### src/design/rhc_pkg.sv
// Types, constants and request codes of the RGB/HSB pixel converter.
package rhc_pkg;

	localparam int CH_W = 8;                 // channel width
	localparam int FR_W = 16;                // fraction bits of the fixed point
	localparam int LIM = (1 << CH_W) - 1;    // full-scale channel value

	localparam int SEXTANTS = 6;
	localparam int GREEN_BASE = 2;
	localparam int BLUE_BASE = 4;

	localparam int HS_W = FR_W + 3;          // sextant value, up to 6.0
	localparam int SN_W = FR_W + 1;          // normalized saturation, up to 1.0
	localparam int MUL_W = 2 * FR_W + 1;     // products of two Q.F values, up to 1.0
	localparam int NUM_W = CH_W + FR_W;      // divider dividend
	localparam int Q_W = FR_W + 1;           // divider quotient

	localparam int DIV_BPS = 4;
	localparam int DIV_STAGES = (Q_W + DIV_BPS - 1) / DIV_BPS;
	localparam int LATENCY = DIV_STAGES + 5;

	// Divide by LIM: multiply by the rounded-up reciprocal, exact for
	// dividends below 6 * LIM * 2^FR_W.
	localparam int RCP_K = 2 * CH_W + 3 + FR_W;
	localparam int RCP_W = RCP_K - CH_W + 1;
	localparam int RCP_SH = RCP_K - FR_W;
	localparam longint unsigned RCP_M = ((64'd1 << RCP_K) + LIM - 1) / LIM;

	// Divide by three for values below 2048.
	localparam int THIRD_M = 683;
	localparam int THIRD_SH = 11;
	localparam int HY_W = CH_W + 2;

	typedef enum logic [2:0] {
		REQ_RGB2HSB = 3'd0,
		REQ_HSB2RGB = 3'd1,
		REQ_SET_HUE = 3'd2,
		REQ_SET_SAT = 3'd3,
		REQ_SET_BRI = 3'd4
	} req_code_t;

	typedef enum logic [1:0] {
		SEC_RED,
		SEC_GREEN,
		SEC_BLUE
	} sector_t;

	typedef struct packed {
		logic [2:0]      req_type;
		logic [CH_W-1:0] comp_a;
		logic [CH_W-1:0] comp_b;
		logic [CH_W-1:0] comp_c;
		logic [CH_W-1:0] new_value;
	} rhc_item_t;

	typedef struct packed {
		logic [CH_W-1:0] out_a;
		logic [CH_W-1:0] out_b;
		logic [CH_W-1:0] out_c;
		logic            is_gray;
	} rhc_result_t;

	// Side data that rides next to the dividers.
	typedef struct packed {
		logic [2:0]      req;
		logic [CH_W-1:0] mx;
		logic [CH_W-1:0] comp_c;
		logic [CH_W-1:0] new_value;
		sector_t         sector;
		logic            neg;
		logic            gray;
		logic [HS_W-1:0] hs_in;
		logic [SN_W-1:0] sn_in;
	} rhc_side_t;

endpackage

### src/design/rhc_div_pipe.sv
// Pipelined restoring divider, BPS quotient bits per stage.
module rhc_div_pipe #(
	parameter int NUM_W = rhc_pkg::NUM_W,
	parameter int DEN_W = rhc_pkg::CH_W,
	parameter int Q_W = rhc_pkg::Q_W,
	parameter int BPS = rhc_pkg::DIV_BPS
) (
	input  logic             clk,
	input  logic [NUM_W-1:0] num,
	input  logic [DEN_W-1:0] den,
	output logic [Q_W-1:0]   quo
);
	// Dividend must stay below den * 2^Q_W.
	localparam int STAGES = (Q_W + BPS - 1) / BPS;
	localparam int QP = STAGES * BPS;
	localparam int NX_W = QP + DEN_W;

	logic [NX_W-1:0]  num_x;
	logic [DEN_W-1:0] rem_s [STAGES];
	logic [QP-1:0]    low_s [STAGES];
	logic [QP-1:0]    quo_s [STAGES];
	logic [DEN_W-1:0] den_s [STAGES];

	assign num_x = NX_W'(num);

	for (genvar g = 0; g < STAGES; g++) begin : g_stage
		logic [DEN_W-1:0] r_in, r_nx;
		logic [QP-1:0]    l_in, l_nx, q_in, q_nx;
		logic [DEN_W-1:0] d_in;

		if (g == 0) begin : g_first
			assign r_in = num_x[QP +: DEN_W];
			assign l_in = num_x[QP-1:0];
			assign q_in = '0;
			assign d_in = den;
		end else begin : g_next
			assign r_in = rem_s[g-1];
			assign l_in = low_s[g-1];
			assign q_in = quo_s[g-1];
			assign d_in = den_s[g-1];
		end

		always_comb begin
			logic [DEN_W:0] t;
			r_nx = r_in;
			l_nx = l_in;
			q_nx = q_in;
			for (int i = 0; i < BPS; i++) begin
				t = {r_nx, l_nx[QP-1]};
				l_nx = l_nx << 1;
				if (t >= {1'b0, d_in}) begin
					r_nx = DEN_W'(t - {1'b0, d_in});
					q_nx = {q_nx[QP-2:0], 1'b1};
				end else begin
					r_nx = t[DEN_W-1:0];
					q_nx = {q_nx[QP-2:0], 1'b0};
				end
			end
		end

		always_ff @(posedge clk) begin
			rem_s[g] <= r_nx;
			low_s[g] <= l_nx;
			quo_s[g] <= q_nx;
			den_s[g] <= d_in;
		end
	end

	assign quo = quo_s[STAGES-1][Q_W-1:0];

endmodule

### src/design/rgb_hsv_pixel_converter_top.sv
// Top level of the pipelined RGB/HSB pixel converter.
//
// Usage:
//   Drive item and raise start for one cycle per pixel; a transaction is
//   accepted at each rising edge with start high and busy low. busy stays
//   low, so a new pixel can enter on every clock.
//   req_type picks RGB to HSB, HSB to RGB, or one of the set-hue,
//   set-saturation, set-brightness adjustments (RGB in, RGB out).
//   Each accepted transaction produces exactly one result, shown on result
//   for one cycle with result_valid high, in input order.
// Throughput: one pixel per clock. Latency is set by the three pipelined
//   dividers (4 quotient bits per stage, 5 stages) plus the input stage and
//   four stages of multiply and select.
// Reset: arst_n clears the valid pipeline at once; pixels in flight are
//   dropped and no result strobes until new transactions arrive.
// The receiver cannot stall: results must be taken when result_valid is high.
module rgb_hsv_pixel_converter_top (
	input  logic                 clk,
	input  logic                 arst_n,
	input  logic                 start,
	output logic                 busy,
	input  rhc_pkg::rhc_item_t   item,
	output logic                 result_valid,
	output rhc_pkg::rhc_result_t result
);
	import rhc_pkg::*;

	localparam int HP_W = CH_W + 3 + RCP_W;   // hue reciprocal product
	localparam int SP_W = CH_W + RCP_W;       // saturation reciprocal product

	// Valid bits, one per stage; bit k belongs to stage k+1.
	logic [LATENCY-1:0] vld_s;

	always_ff @(posedge clk or negedge arst_n) begin
		if (!arst_n) begin
			vld_s <= '0;
		end else begin
			vld_s <= {vld_s[LATENCY-2:0], start};
		end
	end

	assign busy = 1'b0;
	assign result_valid = vld_s[LATENCY-1];

	// Stage 1: capture the transaction.
	rhc_item_t item_s1;

	always_ff @(posedge clk) begin
		item_s1 <= item;
	end

	// Stage 1 logic: max/min, hue sector, divider operands, and the
	// reciprocal multiplies for hue and saturation coming from inputs.
	logic [CH_W-1:0]  r1, g1, b1, mx1, mn1, d1, x1;
	logic [CH_W-1:0]  h_sel, s_sel;
	logic [CH_W+2:0]  h6;
	logic [HP_W-1:0]  hs_prod;
	logic [SP_W-1:0]  sn_prod;
	logic [2*CH_W-1:0] sat_num;
	rhc_side_t        side1;

	always_comb begin
		r1 = item_s1.comp_a;
		g1 = item_s1.comp_b;
		b1 = item_s1.comp_c;
		mx1 = r1;
		mn1 = r1;
		if (g1 > mx1) mx1 = g1;
		if (b1 > mx1) mx1 = b1;
		if (g1 < mn1) mn1 = g1;
		if (b1 < mn1) mn1 = b1;
		d1 = mx1 - mn1;

		side1.sector = SEC_BLUE;
		side1.neg = 1'b0;
		x1 = '0;
		priority if (r1 == mx1) begin
			side1.sector = SEC_RED;
			side1.neg = (g1 < b1);
			x1 = (g1 >= b1) ? g1 - b1 : b1 - g1;
		end else if (g1 == mx1) begin
			side1.sector = SEC_GREEN;
			side1.neg = (b1 < r1);
			x1 = (b1 >= r1) ? b1 - r1 : r1 - b1;
		end else begin
			side1.sector = SEC_BLUE;
			side1.neg = (r1 < g1);
			x1 = (r1 >= g1) ? r1 - g1 : g1 - r1;
		end

		h_sel = (item_s1.req_type == REQ_HSB2RGB) ? item_s1.comp_a : item_s1.new_value;
		s_sel = (item_s1.req_type == REQ_HSB2RGB) ? item_s1.comp_b : item_s1.new_value;
		h6 = (CH_W+3)'(h_sel) * (CH_W+3)'(SEXTANTS);
		hs_prod = HP_W'(h6) * HP_W'(RCP_M);
		sn_prod = SP_W'(s_sel) * SP_W'(RCP_M);

		side1.req = item_s1.req_type;
		side1.mx = mx1;
		side1.comp_c = item_s1.comp_c;
		side1.new_value = item_s1.new_value;
		side1.gray = (mx1 == mn1);
		side1.hs_in = HS_W'(hs_prod >> RCP_SH);
		side1.sn_in = SN_W'(sn_prod >> RCP_SH);

		sat_num = {d1, CH_W'(0)} - {CH_W'(0), d1};
	end

	// Stages 2..6: three dividers in parallel; side data rides alongside.
	logic [Q_W-1:0] hsq_q, snq_q, satq_q;

	rhc_div_pipe #(.NUM_W(NUM_W), .DEN_W(CH_W), .Q_W(Q_W), .BPS(DIV_BPS)) u_div_hue (
		.clk (clk),
		.num ({x1, FR_W'(0)}),
		.den (d1),
		.quo (hsq_q)
	);

	rhc_div_pipe #(.NUM_W(NUM_W), .DEN_W(CH_W), .Q_W(Q_W), .BPS(DIV_BPS)) u_div_sn (
		.clk (clk),
		.num ({d1, FR_W'(0)}),
		.den (mx1),
		.quo (snq_q)
	);

	rhc_div_pipe #(.NUM_W(NUM_W), .DEN_W(CH_W), .Q_W(Q_W), .BPS(DIV_BPS)) u_div_sat (
		.clk (clk),
		.num (NUM_W'(sat_num)),
		.den (mx1),
		.quo (satq_q)
	);

	rhc_side_t side_dly_s [DIV_STAGES];

	always_ff @(posedge clk) begin
		side_dly_s[0] <= side1;
		for (int i = 1; i < DIV_STAGES; i++) begin
			side_dly_s[i] <= side_dly_s[i-1];
		end
	end

	// Stage 6 logic: rebuild the sextant value, pick the operands of the
	// HSB to RGB step. Gray pixels force the hue and saturation computed from RGB to zero.
	rhc_side_t       sd6;
	logic [HS_W-1:0] base6, hs_calc, hs6;
	logic [SN_W-1:0] sn_calc, sn6;
	logic [CH_W-1:0] sat_calc, v6;

	always_comb begin
		sd6 = side_dly_s[DIV_STAGES-1];
		unique case (sd6.sector)
			SEC_RED:   base6 = sd6.neg ? HS_W'(SEXTANTS) << FR_W : '0;
			SEC_GREEN: base6 = HS_W'(GREEN_BASE) << FR_W;
			default:   base6 = HS_W'(BLUE_BASE) << FR_W;
		endcase
		hs_calc = sd6.neg ? base6 - HS_W'(hsq_q) : base6 + HS_W'(hsq_q);
		sn_calc = snq_q;
		sat_calc = satq_q[CH_W-1:0];
		if (sd6.gray) begin
			hs_calc = '0;
			sn_calc = '0;
			sat_calc = '0;
		end

		hs6 = hs_calc;
		sn6 = sn_calc;
		v6 = sd6.mx;
		unique case (sd6.req)
			REQ_RGB2HSB: begin
			end
			REQ_HSB2RGB: begin
				hs6 = sd6.hs_in;
				sn6 = sd6.sn_in;
				v6 = sd6.comp_c;
			end
			REQ_SET_HUE: hs6 = sd6.hs_in;
			REQ_SET_SAT: sn6 = sd6.sn_in;
			REQ_SET_BRI: v6 = sd6.new_value;
			default: begin
				hs6 = '0;
				sn6 = '0;
				v6 = '0;
			end
		endcase
	end

	// Stage 7 registers.
	logic [HS_W-1:0] hs_s7;
	logic [SN_W-1:0] sn_s7;
	logic [CH_W-1:0] v_s7, sat_s7;
	logic            gray_s7;
	logic [2:0]      req_s7;

	always_ff @(posedge clk) begin
		hs_s7 <= hs6;
		sn_s7 <= sn6;
		v_s7 <= v6;
		sat_s7 <= sat_calc;
		gray_s7 <= sd6.gray;
		req_s7 <= sd6.req;
	end

	// Stage 7 logic: saturation times fraction products, p term, hue scale.
	logic [FR_W-1:0]      f7;
	logic [SN_W-1:0]      nf7, nsn7;
	logic [MUL_W-1:0]     snf7, snnf7;
	logic [SN_W+CH_W-1:0] p_prod7;
	logic [HS_W+CH_W-1:0] hue255;

	always_comb begin
		f7 = hs_s7[FR_W-1:0];
		nf7 = (SN_W'(1) << FR_W) - SN_W'(f7);
		nsn7 = (SN_W'(1) << FR_W) - sn_s7;
		snf7 = MUL_W'(sn_s7) * MUL_W'(f7);
		snnf7 = MUL_W'(MUL_W'(sn_s7) * MUL_W'(nf7));
		p_prod7 = (SN_W+CH_W)'(nsn7) * (SN_W+CH_W)'(v_s7);
		hue255 = ((HS_W+CH_W)'(hs_s7) << CH_W) - (HS_W+CH_W)'(hs_s7);
	end

	// Stage 8 registers.
	logic [2:0]       cat_s8;
	logic [MUL_W-1:0] snf_s8, snnf_s8;
	logic [CH_W-1:0]  p_s8, v_s8, sat_s8;
	logic [HY_W-1:0]  hy_s8;
	logic             snz_s8, gray_s8;
	logic [2:0]       req_s8;

	always_ff @(posedge clk) begin
		cat_s8 <= hs_s7[HS_W-1:FR_W];
		snf_s8 <= snf7;
		snnf_s8 <= snnf7;
		p_s8 <= CH_W'(p_prod7 >> FR_W);
		v_s8 <= v_s7;
		sat_s8 <= sat_s7;
		hy_s8 <= HY_W'(hue255 >> (FR_W + 1));
		snz_s8 <= (sn_s7 == '0);
		gray_s8 <= gray_s7;
		req_s8 <= req_s7;
	end

	// Stage 8 logic: q and t terms, hue divided by three.
	localparam int QT_W = MUL_W + CH_W;

	logic [QT_W-1:0]   q_prod8, t_prod8;
	logic [2*HY_W-1:0] hue_prod8;

	always_comb begin
		q_prod8 = QT_W'((MUL_W'(1) << (2 * FR_W)) - snf_s8) * QT_W'(v_s8);
		t_prod8 = QT_W'((MUL_W'(1) << (2 * FR_W)) - snnf_s8) * QT_W'(v_s8);
		hue_prod8 = (2*HY_W)'(hy_s8) * (2*HY_W)'(THIRD_M);
	end

	// Stage 9 registers.
	logic [CH_W-1:0] q_s9, t_s9, p_s9, v_s9, sat_s9, hue_s9;
	logic [2:0]      cat_s9, req_s9;
	logic            snz_s9, gray_s9;

	always_ff @(posedge clk) begin
		q_s9 <= CH_W'(q_prod8 >> (2 * FR_W));
		t_s9 <= CH_W'(t_prod8 >> (2 * FR_W));
		p_s9 <= p_s8;
		v_s9 <= v_s8;
		sat_s9 <= sat_s8;
		hue_s9 <= CH_W'(hue_prod8 >> THIRD_SH);
		cat_s9 <= cat_s8;
		req_s9 <= req_s8;
		snz_s9 <= snz_s8;
		gray_s9 <= gray_s8;
	end

	// Stage 9 logic: black and gray branches, sextant table, output mux.
	rhc_result_t res9;

	always_comb begin
		res9 = '0;
		unique case (req_s9)
			REQ_RGB2HSB: begin
				res9.out_a = hue_s9;
				res9.out_b = sat_s9;
				res9.out_c = v_s9;
				res9.is_gray = gray_s9;
			end
			REQ_HSB2RGB, REQ_SET_HUE, REQ_SET_SAT, REQ_SET_BRI: begin
				priority if (v_s9 == '0) begin
					res9.is_gray = 1'b1;
				end else if (snz_s9) begin
					res9.out_a = v_s9;
					res9.out_b = v_s9;
					res9.out_c = v_s9;
					res9.is_gray = 1'b1;
				end else begin
					unique case (cat_s9)
						3'd1: begin
							res9.out_a = q_s9; res9.out_b = v_s9; res9.out_c = p_s9;
						end
						3'd2: begin
							res9.out_a = p_s9; res9.out_b = v_s9; res9.out_c = t_s9;
						end
						3'd3: begin
							res9.out_a = p_s9; res9.out_b = q_s9; res9.out_c = v_s9;
						end
						3'd4: begin
							res9.out_a = t_s9; res9.out_b = p_s9; res9.out_c = v_s9;
						end
						3'd5: begin
							res9.out_a = v_s9; res9.out_b = p_s9; res9.out_c = q_s9;
						end
						// sextant 0, and 6 wrapping around to 0
						default: begin
							res9.out_a = v_s9; res9.out_b = t_s9; res9.out_c = p_s9;
						end
					endcase
				end
			end
			// unused request codes give an all-zero result
			default: res9 = '0;
		endcase
	end

	// Stage 10: output register; result_valid marks when it holds a result.
	always_ff @(posedge clk) begin
		result <= res9;
	end

endmodule

### config.mk
export PLATFORM = sky130hd
export DESIGN_NAME = rgb_hsv_pixel_converter_top
export DESIGN_NICKNAME = d
export VERILOG_FILES = /design/src/design/rhc_pkg.sv /design/src/design/rhc_div_pipe.sv /design/src/design/rgb_hsv_pixel_converter_top.sv
export SDC_FILE = /design/constraint.sdc
export NUM_CORES = 2
export LEC_CHECK = 0
export BUFFER_PORTS_ARGS = -buffer_cell sky130_fd_sc_hd__buf_4
export CORE_ASPECT_RATIO = 2
export CORE_UTILIZATION = 40
export DETAILED_ROUTE_END_ITERATION = 7
export PLACE_DENSITY = 0.57
export SYNTH_ARGS = -nofsm -noshare
export SYNTH_HDL_FRONTEND = slang
export SYNTH_HIERARCHICAL = 1
export SYNTH_SLANG_ARGS = --single-unit
### constraint.sdc
create_clock -name clk -period 29.7 [get_ports clk]
set_clock_uncertainty 0.2 [all_clocks]
set_input_delay 2.97 -clock clk [delete_from_list [all_inputs] [get_ports clk]]
set_output_delay 2.97 -clock clk [all_outputs]
set_load 0.02 [all_outputs]
==> tab_implementation.tex <==
\begin{tabular}{lr}
\hline
Metric & Value \\
\hline
\multicolumn{2}{l}{\textbf{Run status}} \\
\quad Status & finished, final reports clean \\
\multicolumn{2}{l}{\textbf{Timing}} \\
\quad Actual slew at the worst max-slew pin & 1168 ps \\
\quad RSZ-0062 raised after global routing & false \\
\quad Portion of the clock cycle consumed by the worst path in the final layout & 0.5022 \\
\quad Max transition margin & 0.2140 \\
\quad Timing-limited maximum frequency & 0.06704 GHz \\
\quad Post-layout min period & 14920 ps \\
\quad Setup slack after layout & 14780 ps \\
\quad Endpoints failing setup & 0 \\
\quad Max-slew violation total from the final report & 0 \\
\quad Final Hold Violating Endpoints & 0 \\
\quad Final total negative setup slack & 0 ps \\
\multicolumn{2}{l}{\textbf{Layout}} \\
\quad Layout Area Growth over Synthesis & 8.108\% \\
\quad Filler cell count & 22670 \\
\quad Final Cell Area & 102000 um2 \\
\quad Final net count & 12360 \\
\quad Ratio of cells with drive above 1 in the final layout & 0.06807 \\
\quad Final cell count without fillers & 13370 \\
\multicolumn{2}{l}{\textbf{Logic synthesis}} \\
\quad Avg Cell Area, Syn & 9.223 um2 \\
\quad Count of warnings emitted by yosys & 6 \\
\quad Mapped Area & 94330 um2 \\
\quad Number of instances in the synthesized netlist & 10230 \\
\multicolumn{2}{l}{\textbf{Global routing}} \\
\quad Global-route total usage across every layer & 0.2272 \\
\quad Leftover overflow at the end of global routing & 0 \\
\quad Pin count of the biggest net entering global routing & 61 \\
\quad First-pass GRT wire length & 421000 um \\
\quad Antenna violations before repair & 4 \\
\quad Number of global-route vias before repair & 77640 \\
\multicolumn{2}{l}{\textbf{Worst setup path}} \\
\quad CP startpoint & r1[1] \\
\quad Critical path class & register to register \\
\quad Cell occurring most often along the worst timing path & sky130\_fd\_sc\_hd\_\_a21oi\_1 \\
\quad Critical Path RT & 30110 ps \\
\quad Cell with the biggest individual delay on the critical path & sky130\_fd\_sc\_hd\_\_dfxtp\_1 \\
\quad Reg-to-reg setup timing slack & 14780 ps \\
\quad Endpoint type of the worst setup path & register \\
\quad Stage delay of the slowest cell on the critical path & 820 ps \\
\quad Number of cells on the worst reg-to-reg path & 50 \\
\quad Crit path arrival time & 15330 ps \\
\quad Reg-to-reg critical path startpoint & r1[1] \\
\quad Startpoint class of the critical path & register \\
\quad Reg2reg end & u\_div\_hue/rem\_s[0][3] \\
\quad Maximum fanout along the worst path & 29 \\
\multicolumn{2}{l}{\textbf{Drt}} \\
\quad Vias & 70650 \\
\quad Starting DRT DRC Count & 2753 \\
\quad Final antenna-violating net count & 0 \\
\quad Total wire length after detailed routing & 269900 um \\
\quad Number of design rule violations left after detail routing & 0 \\
\quad DR pass1 iterations & 7 \\
\quad Routed via count divided by cell count & 5.285 \\
\quad Routed length per instance & 20.19 um \\
\multicolumn{2}{l}{\textbf{Floorplan}} \\
\quad Die width & 345.4 um \\
\quad IO Count & 65 \\
\quad Effective utilization at floorplan & 0.4032 \\
\quad Std-Cell Rows & 251 \\
\quad Vertical die dimension & 688.8 um \\
\quad Core area & 234000 um2 \\
\quad Die area & 237900 um2 \\
\multicolumn{2}{l}{\textbf{Clocking}} \\
\quad Buffer type at the clock tree root & sky130\_fd\_sc\_hd\_\_clkbuf\_16 \\
\quad Clock Latency Late Sink & 770 ps \\
\quad Post-CTS repair timing setup buffer count & 0 \\
\quad TritonCTS clock tree & built \\
\quad Clock-pin slew on the worst setup and hold paths & 70 ps \\
\quad Clock Path Buffers & 3 \\
\quad Number of gates resized after cts & 0 \\
\quad Num Clock Sinks & 1023 \\
\quad Number of H-tree branching levels & 3 \\
\quad Cts bufs inserted & 98 \\
\quad Post-CTS Hold Buffers & 0 \\
\multicolumn{2}{l}{\textbf{Worst hold path}} \\
\quad Number of cells on the worst hold path & 0 \\
\quad Type of the worst min-delay path & register to register \\
\quad Worst min-delay path startpoint & u\_div\_sat/low\_s[0][23] \\
\quad Endpoint of the worst hold path & u\_div\_sat/low\_s[0][39] \\
\multicolumn{2}{l}{\textbf{Placement}} \\
\quad Worst slack, placed & 14800 ps \\
\quad Total placed instance area & 98470 um2 \\
\quad Count of port buffers added during placement & 63 \\
\quad Placed Instances & 13180 \\
\quad Post-detailed-placement half-perimeter wirelength & 222400 um \\
\quad Gp weighted congestion & 0.9434 \\
\multicolumn{2}{l}{\textbf{Flow run}} \\
\quad Number of max-capacitance violations reported & 0 \\
\hline
\end{tabular}
## cell usage in the layout, fill, tap and decap left out, types with 151 or more instances in the layout
master                    instances
sky130_fd_sc_hd__mux2_2         205
sky130_fd_sc_hd__a21o_1         160
sky130_fd_sc_hd__nor2_1         438
sky130_fd_sc_hd__buf_4          162
sky130_fd_sc_hd__o21ai_0        296
sky130_fd_sc_hd__fa_1          1006
sky130_fd_sc_hd__ha_1          1071
sky130_fd_sc_hd__inv_1         1604
sky130_fd_sc_hd__a21oi_1        471
sky130_fd_sc_hd__nand2_1        954
sky130_fd_sc_hd__xnor2_1        381
sky130_fd_sc_hd__xor2_1         151
sky130_fd_sc_hd__dfxtp_1       1003
sky130_fd_sc_hd__and2_1         560
## registers in the layout (all words and copies together), names as in the netlist, 33 cells and up
register         cells
u_div_hue/quo_s     45
u_div_sn/quo_s      45
side_dly_s         320
snnf_s8             33
u_div_sat/low_s     40
u_div_sn/low_s      40
u_div_hue/low_s     40
## layout make-up
class | count | area (um2) | area share
clock inverters | 69 | 878.3 | 0.008613
flip-flops and latches | 1023 | 20540 | 0.2014
diodes | 6 | 15.01 | 0.0001472
well taps | 3036 | 3799 | 0.03725
repair buffers | 162 | 1216 | 0.01193
clock buffers | 114 | 2613 | 0.02562
inverters | 1618 | 6088 | 0.05970
multi-input cells | 7341 | 66820 | 0.6553
## worst max path at each step
stage,to,slack [ps]
after floorplan,u_div_sn/rem_s[0][1],16850
after global placement,u_div_hue/rem_s[0][5],15020
after CTS,u_div_hue/rem_s[0][3],14740
final,u_div_hue/rem_s[0][3],14780
after detailed placement,u_div_hue/rem_s[0][7],14800
after global routing,u_div_hue/rem_s[0][3],13820
## worst max-delay path, delay by kind of cell (launching register included)
kind,cells,cell delay [ps]
buf+inv,3,970
fa+ha+maj,7,2430
flops,1,820
mux,3,1140
compound gates,24,7220
simple gates,13,1980
## stage by stage
| stage | hold WS, ps | util |
|---|---|---|
| 2_1_floorplan | 109.6 | - |
| 3_3_place_gp | 109.5 | 0.4209 |
| 3_5_place_dp | 112.1 | 0.4209 |
| 4_1_cts | 90.36 | 0.4358 |
| 5_1_grt | 101.7 | 0.4358 |
| 6_report | 89.95 | 0.4359 |
## per-layer routing
layer	vias up	global-route usage	wire, um
li1	33440	-	-
met4	0	0.1664	21680
met3	733	0.01743	6572
met2	1409	0.4773	156600
met1	35070	0.1939	85060
met5	-	0	0
Power is left out: the tool's default activity adds up to more than one toggle a clock period on the data nets, which glitch-free logic cannot reach.
